`src/stfir_pkg.sv`:
```
// ----------------------------------------------------------------------------
// stfir_pkg
// Shared constants and controller/datapath interface types for the stereo
// FIR left-channel block.
// ----------------------------------------------------------------------------
package stfir_pkg;

  localparam int COEF_BITS  = 16;
  localparam int GAIN_BITS  = 16;
  localparam int ACC_BITS   = 41;
  // The saturated accumulator is split in two parts for the gain multiply.
  localparam int LO_W       = 25;
  localparam int HI_W       = ACC_BITS - LO_W;
  localparam int FULL_W     = ACC_BITS + GAIN_BITS + 1;

  localparam logic [GAIN_BITS-1:0] GAIN_RESET = 16'd18350;

  // Item kinds.
  localparam logic OP_SAMPLE = 1'b0;
  localparam logic OP_COEF   = 1'b1;

  // Register select, taken from paddr[2].
  localparam logic REG_FILTER_ENABLE = 1'b0;
  localparam logic REG_OUTPUT_GAIN   = 1'b1;

  typedef struct packed {
    logic coef_we;    // write coefficient from the input ports
    logic capture;    // latch the input samples
    logic hist_wr;    // store sample into history, start tap sweep
    logic mac_issue;  // read one tap pair and advance
    logic sat_ld;     // saturate accumulator
    logic glo_ld;     // low partial product with gain
    logic ghi_ld;     // high partial product with gain
    logic sum_ld;     // combine partial products
    logic out_ld;     // load the output register
    logic out_filt;   // output register takes the filtered value
  } dp_cmd_t;

  typedef struct packed {
    logic last_tap;
    logic pipe_busy;
  } dp_sts_t;

endpackage

```
`src/stfir_ctrl.sv`:
```
// ----------------------------------------------------------------------------
// stfir_ctrl
// Controller: accepts items, sequences the tap sweep and the scaling steps,
// and owns the output valid flag.
// ----------------------------------------------------------------------------
module stfir_ctrl (
  input  logic               clk_i,
  input  logic               rst_ni,
  input  logic               in_valid_i,
  output logic               in_stall_o,
  input  logic               operation_i,
  input  logic               filter_enable_i,
  output logic               out_valid_o,
  input  logic               out_stall_i,
  input  stfir_pkg::dp_sts_t sts_i,
  output stfir_pkg::dp_cmd_t cmd_o
);
  import stfir_pkg::*;

  typedef enum logic [8:0] {
    S_IDLE  = 9'b000000001,
    S_HWR   = 9'b000000010,
    S_MAC   = 9'b000000100,
    S_DRAIN = 9'b000001000,
    S_SAT   = 9'b000010000,
    S_GLO   = 9'b000100000,
    S_GHI   = 9'b001000000,
    S_SUM   = 9'b010000000,
    S_RES   = 9'b100000000
  } ctrl_state_e;

  ctrl_state_e state_q, state_d;
  logic        filt_q, filt_d;
  logic        out_valid_q, out_valid_d;

  assign in_stall_o = (state_q != S_IDLE);

  always_comb begin
    state_d = state_q;
    filt_d  = filt_q;
    cmd_o   = '0;
    cmd_o.out_filt = filt_q;
    case (state_q)
      S_IDLE: begin
        if (in_valid_i) begin
          cmd_o.capture = 1'b1;
          if (operation_i == OP_COEF) begin
            cmd_o.coef_we = 1'b1;
          end else begin
            filt_d  = filter_enable_i;
            state_d = filter_enable_i ? S_HWR : S_RES;
          end
        end
      end
      S_HWR: begin
        cmd_o.hist_wr = 1'b1;
        state_d       = S_MAC;
      end
      S_MAC: begin
        cmd_o.mac_issue = 1'b1;
        if (sts_i.last_tap) begin
          state_d = S_DRAIN;
        end
      end
      S_DRAIN: begin
        // The accumulator holds the full sum once the read and product
        // stages are empty.
        if (!sts_i.pipe_busy) begin
          state_d = S_SAT;
        end
      end
      S_SAT: begin
        cmd_o.sat_ld = 1'b1;
        state_d      = S_GLO;
      end
      S_GLO: begin
        cmd_o.glo_ld = 1'b1;
        state_d      = S_GHI;
      end
      S_GHI: begin
        cmd_o.ghi_ld = 1'b1;
        state_d      = S_SUM;
      end
      S_SUM: begin
        cmd_o.sum_ld = 1'b1;
        state_d      = S_RES;
      end
      S_RES: begin
        if (!out_valid_q || !out_stall_i) begin
          cmd_o.out_ld = 1'b1;
          state_d      = S_IDLE;
        end
      end
      default: begin
        state_d = S_IDLE;
      end
    endcase
  end

  always_comb begin
    if (cmd_o.out_ld) begin
      out_valid_d = 1'b1;
    end else if (!out_stall_i) begin
      out_valid_d = 1'b0;
    end else begin
      out_valid_d = out_valid_q;
    end
  end

  always_ff @(posedge clk_i or negedge rst_ni) begin
    if (!rst_ni) begin
      state_q     <= S_IDLE;
      filt_q      <= 1'b0;
      out_valid_q <= 1'b0;
    end else begin
      state_q     <= state_d;
      filt_q      <= filt_d;
      out_valid_q <= out_valid_d;
    end
  end

  assign out_valid_o = out_valid_q;

endmodule

```
`config.mk`:
```
export PLATFORM = sky130hd
export DESIGN_NAME = stfir_ctrl
export DESIGN_NICKNAME = d
export VERILOG_FILES = /design/src/stfir_pkg.sv /design/src/stfir_ctrl.sv
export SDC_FILE = /design/constraint.sdc
export NUM_CORES = 1
export LEC_CHECK = 0
export BUFFER_PORTS_ARGS = -buffer_cell sky130_fd_sc_hd__buf_2
export CELL_PAD_IN_SITES_DETAIL_PLACEMENT = 0
export CELL_PAD_IN_SITES_GLOBAL_PLACEMENT = 1
export CORE_MARGIN = 2
export CORE_UTILIZATION = 39
export CTS_CLUSTER_DIAMETER = 200
export DETAILED_ROUTE_END_ITERATION = 10
export GPL_TIMING_DRIVEN = 0
export PLACE_DENSITY_LB_ADDON = 0.1
export SLEW_MARGIN = 0
export SYNTH_ARGS = -nofsm -noshare
export SYNTH_HDL_FRONTEND = slang
export SYNTH_SLANG_ARGS = --single-unit
```
`constraint.sdc`:
```
create_clock -name clk_i -period 4.98 [get_ports clk_i]
set_input_delay 0.996 -clock clk_i [delete_from_list [all_inputs] [get_ports clk_i]]
set_output_delay 0.996 -clock clk_i [all_outputs]
set_load 0.01 [all_outputs]
```
==> out/metrics.cfg, run 1 <==
[finish]
drive_above_1_share_pct=40.6
utilization_pct=50.1
seq_area_um2=277
fin_nets=110
syn_to_final_growth_pct=21.4
fin_area_um2=866
n_fill_cell=195
multi_input_area_um2=403
diodes=0

[worst_setup_path]
rr_worst_depth=5
r2r_start=state_q[4]
crit_required_ps=3980
critPathMaxFanout=8
end_kind=output pin
crit_type=reg -> out
rrSetupSlack_ps=3090
r2r-end=state_q[0]
start_kind=flop
crit_start=state_q[4]
critPathCapture=cmd_o[7]
cp.arrival_ps=2000

[power]
power.switching_mw=0.146
switching_share_pct=38.3
vdd_ir_drop_max_v=0.000241
finalPower_mw=0.382
p_int_mw=0.236
p_leak_nw=0.482
clkPwrFrac_pct=16.2
combinationalPowerShare_pct=49.1
powerDensity_mw_per_mm2=442
seq_power_share_pct=34.7

[yosys]
synth_cell_types=35
syn_area_um2=713
ys_async_sr_fraction_pct=100
synth_compound_area_share_pct=14.4
syn_nets=86
synth-xor-area-share_pct=1.23
ys.flop_type=dfrtp_1
yosys_warnings=0
synth-seq-cells=11
synth_edf_count=0
synth_top_family_by_area=simple AND/OR/NAND/NOR gates
yosysSeqAreaShare_pct=38.8
avgSynthCellArea_um2=9.14
synthMuxAreaShare_pct=2.11
synthAdderAreaFrac_pct=0
synthSimpleGateAreaFrac_pct=38.8
synthCells=78

[global_routing]
grt_pass1_vias=536
overflow=0
track_usage_pct=15.4
grt_max_degree=12
grt_pass1_wl_um=2340
grt_antenna_before_repair=0

[sta]
min_period_over_period_pct=60.1
fin_crit_ps=2990
finalHoldViolCount=0
fmax_mhz=334
setup_violations=0
slew_headroom_pct=62.3
slew_violations=0
fin_skew_ps=0.698
setup_tns_ps=0
rsz0062_at_grt=false
worst_slew_pin_slew_ps=561

[floorplanning]
core_mm2=0.00173
initial_utilization_pct=41.3
die-area_mm2=0.00219
rows=15
io_pins=20
die_w_um=46.8
die_y_um=46.8

[cts]
cts_buffers=3
cts-root-buf=clkbuf_4
cts_sinks=11
htreeDepth=1
cts_resized=0
cts_tree=done
path_clk_slew_ps=70
clock_latency_ps=270
post-cts-setup-buffers=0
cts_hold_buf=0
clockBufferDepth=2

[placed_design]
port_buffers=19
routabilityCongestion=0.785
hpwl_um=1090
placed_cell_area_um2=840

[detailed_routing]
drc=0
ant_nets=0
drt_pass1_iterations=2
drt_iter0_markers=10
drt_wl_total_um=1420
wl_per_cell_um=11.3
vias_per_cell=4.90
vias=617

[outcome]
outcome=completed

[job]
maxCapViolations=0

[hold_path]
hp-class=reg -> reg

state kept, by name (all words and copies together), names as in the netlist:
signal,cells
out_valid_o,1
filt_q,1
state_q,9
cell usage after synthesis, drive strengths merged, types with 2 or more instances:
cell,number,area (um^2)
dfrtp,10,250
and3,7,46.3
o21ai,7,38.8
a21oi,6,33.8
nand2,6,25.0
inv,5,18.8
nor2,5,21.3
nor3,5,30.0
a21o,3,22.5
nor2b,3,21.3
or2,3,18.8
buf,2,15.0
nand2b,2,12.5
nor4,2,27.5
or3b,2,17.5
how the worst min path moves through the flow:
stage          startpoint  depth (start not counted)  slack [ps]      to
2_1_floorplan      filt_q                          1         450  filt_q
3_3_place_gp       filt_q                          1         470  filt_q
3_5_place_dp       filt_q                          1         470  filt_q
4_1_cts            filt_q                          1         490  filt_q
5_1_grt            filt_q                          1         530  filt_q
6_report           filt_q                          1         480  filt_q
per-stage QoR:
| stage | setup WS, ps | hold WS [ps] | cells |
|---|---|---|---|
| 4_1_cts | 1970 | 490 | 126 |
| 3_3_place_gp | 2280 | 469 | 122 |
| 6_report | 1990 | 481 | 126 |
| 5_1_grt | 1820 | 527 | 126 |
| 2_1_floorplan | 2400 | 451 | 78 |
| 3_5_place_dp | 2280 | 471 | 122 |
layout by cell type (no fill, tap or decap), types with 2 or more instances in the layout:
master / count
buf_2: 19
dfrtp_1: 10
o21ai_0: 6
and3_1: 5
inv_1: 5
nand2_1: 5
a21oi_1: 5
nor2_1: 4
nor3_1: 4
a21o_1: 3
clkbuf_4: 3
or3b_2: 2
and3_2: 2
nor2b_1: 2
nand2b_1: 2
buf_4: 2
critical path, cell delays in order (launching register included):
cell and delay (ps):
dfrtp_1 460, or4_4 590, or2_1 270, nor3_1 240, buf_2 180
power groups by stage:
stage	clock network [mW]	logic (mW)	registers, mW
final	0.0621	0.188	0.133
after detailed placement	0	0.190	0.133
after global placement	0	0.190	0.134
after CTS	0.0653	0.190	0.132
after floorplan	0	0.147	0.130
after global routing	0.0681	0.209	0.137
area by class of cell:
type | instances | share of cell area, %
plain buffers | 2 | 1.73
clock buffers | 4 | 3.03
inverters | 5 | 2.17
multi-input cells | 60 | 46.5
flip-flops and latches | 11 | 31.9
well taps | 25 | 3.61
repair buffers | 19 | 11.0
logic make-up after synthesis:
| group | count (synthesis) |
|---|---|
| XOR/XNOR | 1 |
| AND/OR/NAND/NOR | 41 |
| multiplexers | 1 |
| buffers and inverters | 7 |
| AO/OA/AOI/OAI | 17 |
| flip-flops | 11 |
layer usage:
layer / global-route usage, % / vias up / routed length (um)
met1: 20.1 / 283 / 692
met3: 8.08 / 0 / 83
li1: - / 321 / -
met2: 22.7 / 13 / 648
met5: 0 / - / 0
met4: 3.33 / 0 / 0
Note: power is estimated with default switching activity, not from simulation.
==> inputs of run 2 (changes only) <==
--- a/config.mk
+++ b/config.mk
@@ -8,8 +8,9 @@
 export BUFFER_PORTS_ARGS = -buffer_cell sky130_fd_sc_hd__buf_2
 export CELL_PAD_IN_SITES_DETAIL_PLACEMENT = 0
 export CELL_PAD_IN_SITES_GLOBAL_PLACEMENT = 1
+export CORE_ASPECT_RATIO = 0.7
 export CORE_MARGIN = 2
-export CORE_UTILIZATION = 39
+export CORE_UTILIZATION = 37
 export CTS_CLUSTER_DIAMETER = 200
 export DETAILED_ROUTE_END_ITERATION = 10
 export GPL_TIMING_DRIVEN = 0
==> constraint.sdc (replaced) <==
create_clock -name clk_i -period 2.9 [get_ports clk_i]
set_input_delay 0.58 -clock clk_i [delete_from_list [all_inputs] [get_ports clk_i]]
set_output_delay 0.58 -clock clk_i [all_outputs]
set_load 0.01 [all_outputs]
==> out/metrics.cfg, run 2 (synthesis results as in run 1) <==
[placed_design]
port_buffers=19  ; unchanged
routabilityCongestion=0.721  ; -8.1%
hpwl_um=1180  ; +8.3%
place_ws_ps=584  ; -1700 ps

[finish]
fin_nets=110  ; unchanged
largest_reg_flops=9  ; unchanged
n_fill_cell=198  ; +1.5%
final_common_cell=buf_2
syn_to_final_growth_pct=20.9
diodes=0  ; unchanged
regMostFlops=state_q
final_cell_mix=buf_2, dfrtp_1, o21ai_0
drive_above_1_share_pct=40.6  ; unchanged

[power]
p_leak_nw=0.482  ; unchanged
switching_share_pct=38.9  ; +0.56 points
powerDensity_mw_per_mm2=769  ; +74%
vdd_ir_drop_max_v=0.000591  ; +150%
seq_power_share_pct=34.3  ; -0.4 points
power.switching_mw=0.258  ; +76%
p_int_mw=0.405  ; +72%
clkPwrFrac_pct=16.0  ; -0.2 points
combinationalPowerShare_pct=49.7  ; +0.6 points

[floorplanning]
die-area_mm2=0.00230  ; +5.2%
io_pins=20  ; unchanged
die_y_um=40.7  ; -13%
die_w_um=56.5  ; +21%
initial_utilization_pct=38.8  ; -2.5 points
core_mm2=0.00184  ; +6.4%
rows=13  ; -2

[worst_setup_path]
worst-path-buf-inv=1  ; unchanged
crit_type=reg -> out
crit_chain=or4_4, or2_1, nor3_1, buf_2
cp.arrival_ps=2030  ; +30 ps
critPathMaxFanout=8  ; unchanged
path_delay_family=simple AND/OR/NAND/NOR gates
worst_path_max_delay_cell=or4_4
start_kind=flop
end_kind=output pin
critPathMaxStageDelay_ps=590  ; about the same
crit_required_ps=2320  ; -1660 ps

[global_routing]
overflow=0  ; unchanged
grt_max_degree=12  ; unchanged
grt_pass1_wl_um=2450  ; +4.7%
track_usage_pct=14.7  ; -0.73 points
grt_pass1_vias=517  ; -3.5%
grt_antenna_before_repair=0  ; unchanged

[sta]
finalHoldViolCount=0  ; unchanged
setup_violations=0  ; unchanged
slew_headroom_pct=60.3  ; -2.0 points
slew_violations=0  ; unchanged
setup_slack_ps=293  ; -1690 ps
fmax_mhz=384
rsz0062_at_grt=false
setup_tns_ps=0  ; unchanged
min_period_over_period_pct=89.9
worst_slew_pin_slew_ps=590  ; +29.6 ps
fin_skew_ps=2.58  ; +1.88 ps
fin_crit_ps=2610

[detailed_routing]
drt_pass1_iterations=4  ; +2
vias=613  ; -0.65%
drc=0  ; unchanged
drt_iter0_markers=3  ; -7
ant_nets=0  ; unchanged
vias_per_cell=4.98  ; +1.8%
wl_per_cell_um=12.3  ; +8.8%
drt_wl_total_um=1510  ; +6.2%

[cts]
path_clk_slew_ps=70  ; about the same
clockBufferDepth=2  ; unchanged
cts_hold_buf=0  ; unchanged
cts_buffers=3  ; unchanged
cts_sinks=11  ; unchanged
cts_tree=done
cts_resized=0  ; unchanged
htreeDepth=1  ; unchanged
clock_latency_ps=270  ; about the same
cts-root-buf=clkbuf_4
post-cts-setup-buffers=0  ; unchanged

[hold_path]
hp-class=in -> async

[job]
maxCapViolations=0  ; unchanged

[outcome]
outcome=completed

## run 2: cell counts in the layout (fill, tap and decap cells not counted)
Identical to the previous run, type by type.
## run 2: path summary, 6_finish.rpt
path	start	end	slack, ps	cells after the start
setup reg to reg	state_q[0]	state_q[0]	960	5
min in group clk_i	filt_q	filt_q	490	1
setup / recovery	state_q[4]	cmd_o[7]	290	4
max in group asynchronous	rst_ni	state_q[0]	2460	1
hold / removal	rst_ni	state_q[4]	170	1
hold reg to reg	filt_q	filt_q	490	1
## run 2: area by class of cell
cell class	instances	area [um^2]	share of cell area, %
inverter	5	18.8	2.18
buffer	2	15.0	1.74
sequential	11	277	32.1
multi-input combinational	60	403	46.7
timing repair buffer	19	95.1	11.0
tap	22	27.5	3.19
clock buffer	4	26.3	3.05
## run 2: per-stage QoR
| step | hold WS [ps] | power (mW) | instances | utilization, % | cell area, um^2 |
|---|---|---|---|---|---|
| after CTS | 179 | 0.673 | 123 | 46.9 | 862 |
| after global routing | 188 | 0.723 | 123 | 46.9 | 862 |
| after global placement | 467 | 0.558 | 119 | 45.5 | 836 |
| final | 171 | 0.663 | 123 | 46.9 | 862 |
| after detailed placement | 478 | 0.563 | 119 | 45.5 | 836 |
| after floorplan | 284 | 0.476 | 78 | - | 713 |
## run 2: power groups by stage
stage / Sequential, mW / Combinational (mW) / Clock, mW
2_1_floorplan: 0.224 / 0.252 / 0
3_3_place_gp: 0.230 / 0.328 / 0
3_5_place_dp: 0.231 / 0.332 / 0
4_1_cts: 0.229 / 0.333 / 0.111
5_1_grt: 0.235 / 0.371 / 0.117
6_report: 0.227 / 0.329 / 0.106
## run 2: routing by layer
layer | GRT usage, % | vias up | wire, um
met5 | 0 | - | 0
met4 | 3.57 | 0 | 13
met3 | 5.99 | 2 | 93
met2 | 21.5 | 15 | 617
met1 | 20.1 | 273 | 787
li1 | - | 323 | -
## run 2: worst register-to-register path, delay by kind of cell (launching register included)
kind,cells,cell delay (ps)
flip-flops,1,580
AND/OR/NAND/NOR,1,500
AO/OA/AOI/OAI,3,470
multiplexers,1,320
==> inputs of run 3 (changes only) <==
--- a/config.mk
+++ b/config.mk
@@ -8,11 +8,11 @@
 export BUFFER_PORTS_ARGS = -buffer_cell sky130_fd_sc_hd__buf_2
 export CELL_PAD_IN_SITES_DETAIL_PLACEMENT = 0
 export CELL_PAD_IN_SITES_GLOBAL_PLACEMENT = 1
-export CORE_ASPECT_RATIO = 0.7
 export CORE_MARGIN = 2
 export CORE_UTILIZATION = 37
 export CTS_CLUSTER_DIAMETER = 200
 export DETAILED_ROUTE_END_ITERATION = 10
+export GPL_ROUTABILITY_DRIVEN = 0
 export GPL_TIMING_DRIVEN = 0
 export PLACE_DENSITY_LB_ADDON = 0.1
 export SLEW_MARGIN = 0
==> out/metrics.cfg, run 3 (synthesis results as in run 1) <==
[sta]
slew_violations=0  ; unchanged
rsz0062_at_grt=false
fin_crit_ps=2570  ; -36.2 ps
fmax_mhz=389  ; +1.4%
setup_tns_ps=0  ; unchanged
min_period_over_period_pct=88.6  ; -1.2 points
setup_violations=0  ; unchanged
finalHoldViolCount=0  ; unchanged
fin_skew_ps=2.56  ; -0.0195 ps
worst_slew_pin_slew_ps=591  ; +1.03 ps
slew_headroom_pct=60.2  ; -0.069 points

[detailed_routing]
drt_iter0_markers=8  ; +5
drt_pass1_iterations=4  ; unchanged
vias=620  ; +1.1%
ant_nets=0  ; unchanged
drt_wl_total_um=1440  ; -4.7%
vias_per_cell=4.92  ; -1.3%
drc=0  ; unchanged
wl_per_cell_um=11.4  ; -7.0%

[global_routing]
grt_pass1_vias=557  ; +7.7%
grt_max_degree=12  ; unchanged
grt_pass1_wl_um=2460  ; +0.29%
track_usage_pct=15.7  ; +0.99 points
grt_antenna_before_repair=0  ; unchanged
overflow=0  ; unchanged

[worst_setup_path]
worst_path_max_delay_cell=nor4_1
crit_type=reg -> out
critPathMaxFanout=7  ; -1
cp.arrival_ps=1990  ; -40 ps
critPathMaxStageDelay_ps=550  ; -40 ps
end_kind=output pin
r2r_start=state_q[0]
crit_chain=or2_0, nor4_1, and3_2, buf_2
rrSetupSlack_ps=980  ; +20 ps
crit_required_ps=2320  ; about the same
rr_worst_depth=5  ; unchanged
start_kind=flop
r2r-end=state_q[0]

[floorplanning]
rows=15  ; +2
core_mm2=0.00176  ; -4.0%
die_w_um=47.9  ; -15%
initial_utilization_pct=40.4  ; +1.6 points
io_pins=20  ; unchanged
die-area_mm2=0.00229  ; -0.23%
die_y_um=47.9  ; +18%

[finish]
final_cell_mix=buf_2, dfrtp_1, o21ai_0
fin_nets=110  ; unchanged
fin_area_um2=866  ; +0.44%
regMostFlops=state_q
largest_reg_flops=9  ; unchanged
syn_to_final_growth_pct=21.4
diodes=0  ; unchanged
utilization_pct=49.1  ; +2.2 points
final_common_cell=buf_2
drive_above_1_share_pct=40.6  ; unchanged

[cts]
cts-root-buf=clkbuf_4
path_clk_slew_ps=70  ; about the same
post-cts-setup-buffers=0  ; unchanged
cts_sinks=11  ; unchanged
htreeDepth=1  ; unchanged
cts_resized=0  ; unchanged
cts_buffers=3  ; unchanged
clockBufferDepth=2  ; unchanged
cts_tree=done
cts_hold_buf=0  ; unchanged
clock_latency_ps=270  ; about the same

[placed_design]
hpwl_um=1160  ; -2.1%
placed_cell_area_um2=840  ; +0.45%
port_buffers=19  ; unchanged

[outcome]
outcome=completed

[power]
p_leak_nw=0.482  ; unchanged
vdd_ir_drop_max_v=0.000422  ; -28%
powerDensity_mw_per_mm2=758  ; -1.4%

[hold_path]
hp-class=in -> async

[job]
maxCapViolations=0  ; unchanged

## run 3: cell counts in the layout (fill, tap and decap cells not counted)
No cell type changed its count.
## run 3: cell type report
cell class	count	area (um^2)
repair buffers	19	95.1
inverters	5	18.8
fillers	199	898
plain buffers	2	15.0
flip-flops and latches	11	277
well taps	25	31.3
multi-input cells	60	403
clock buffers	4	26.3
## run 3: critical path: cells and delay by family, from the launching register on
kind          cells  cell delay, ps
buf+inv           1             120
flops             1             430
simple gates      3            1170
## run 3: through the flow
stage | hold slack [ps] | setup slack, ps | total power [mW] | instances
detailed placement | 469 | 600 | 0.560 | 122
global route | 187 | 134 | 0.718 | 126
floorplan | 284 | 741 | 0.476 | 78
finish | 170 | 330 | 0.656 | 126
global placement | 470 | 616 | 0.558 | 122
CTS | 165 | 296 | 0.672 | 126
## run 3: how the worst max path moves through the flow
stage	start	endpoint
2_1_floorplan	state_q[4]	cmd_o[7]
3_3_place_gp	state_q[4]	cmd_o[7]
3_5_place_dp	state_q[6]	cmd_o[7]
4_1_cts	state_q[2]	cmd_o[5]
5_1_grt	state_q[3]	cmd_o[2]
6_report	state_q[3]	cmd_o[5]
## run 3: where the power goes
part	leakage, nW	internal (mW)	switching, mW
combinational	0.319	0.163	0.162
sequential	0.147	0.189	0.0373
clock	0.0150	0.0532	0.0515
total	0.482	0.405	0.251
## run 3: per-layer routing
layer / wire [um] / track usage (%) / vias to the layer above
met4: 10 / 4.86 / 0
met1: 687 / 19.9 / 281
met3: 82 / 5.66 / 2
met2: 661 / 24.8 / 17
li1: - / - / 320
met5: 0 / 0 / -
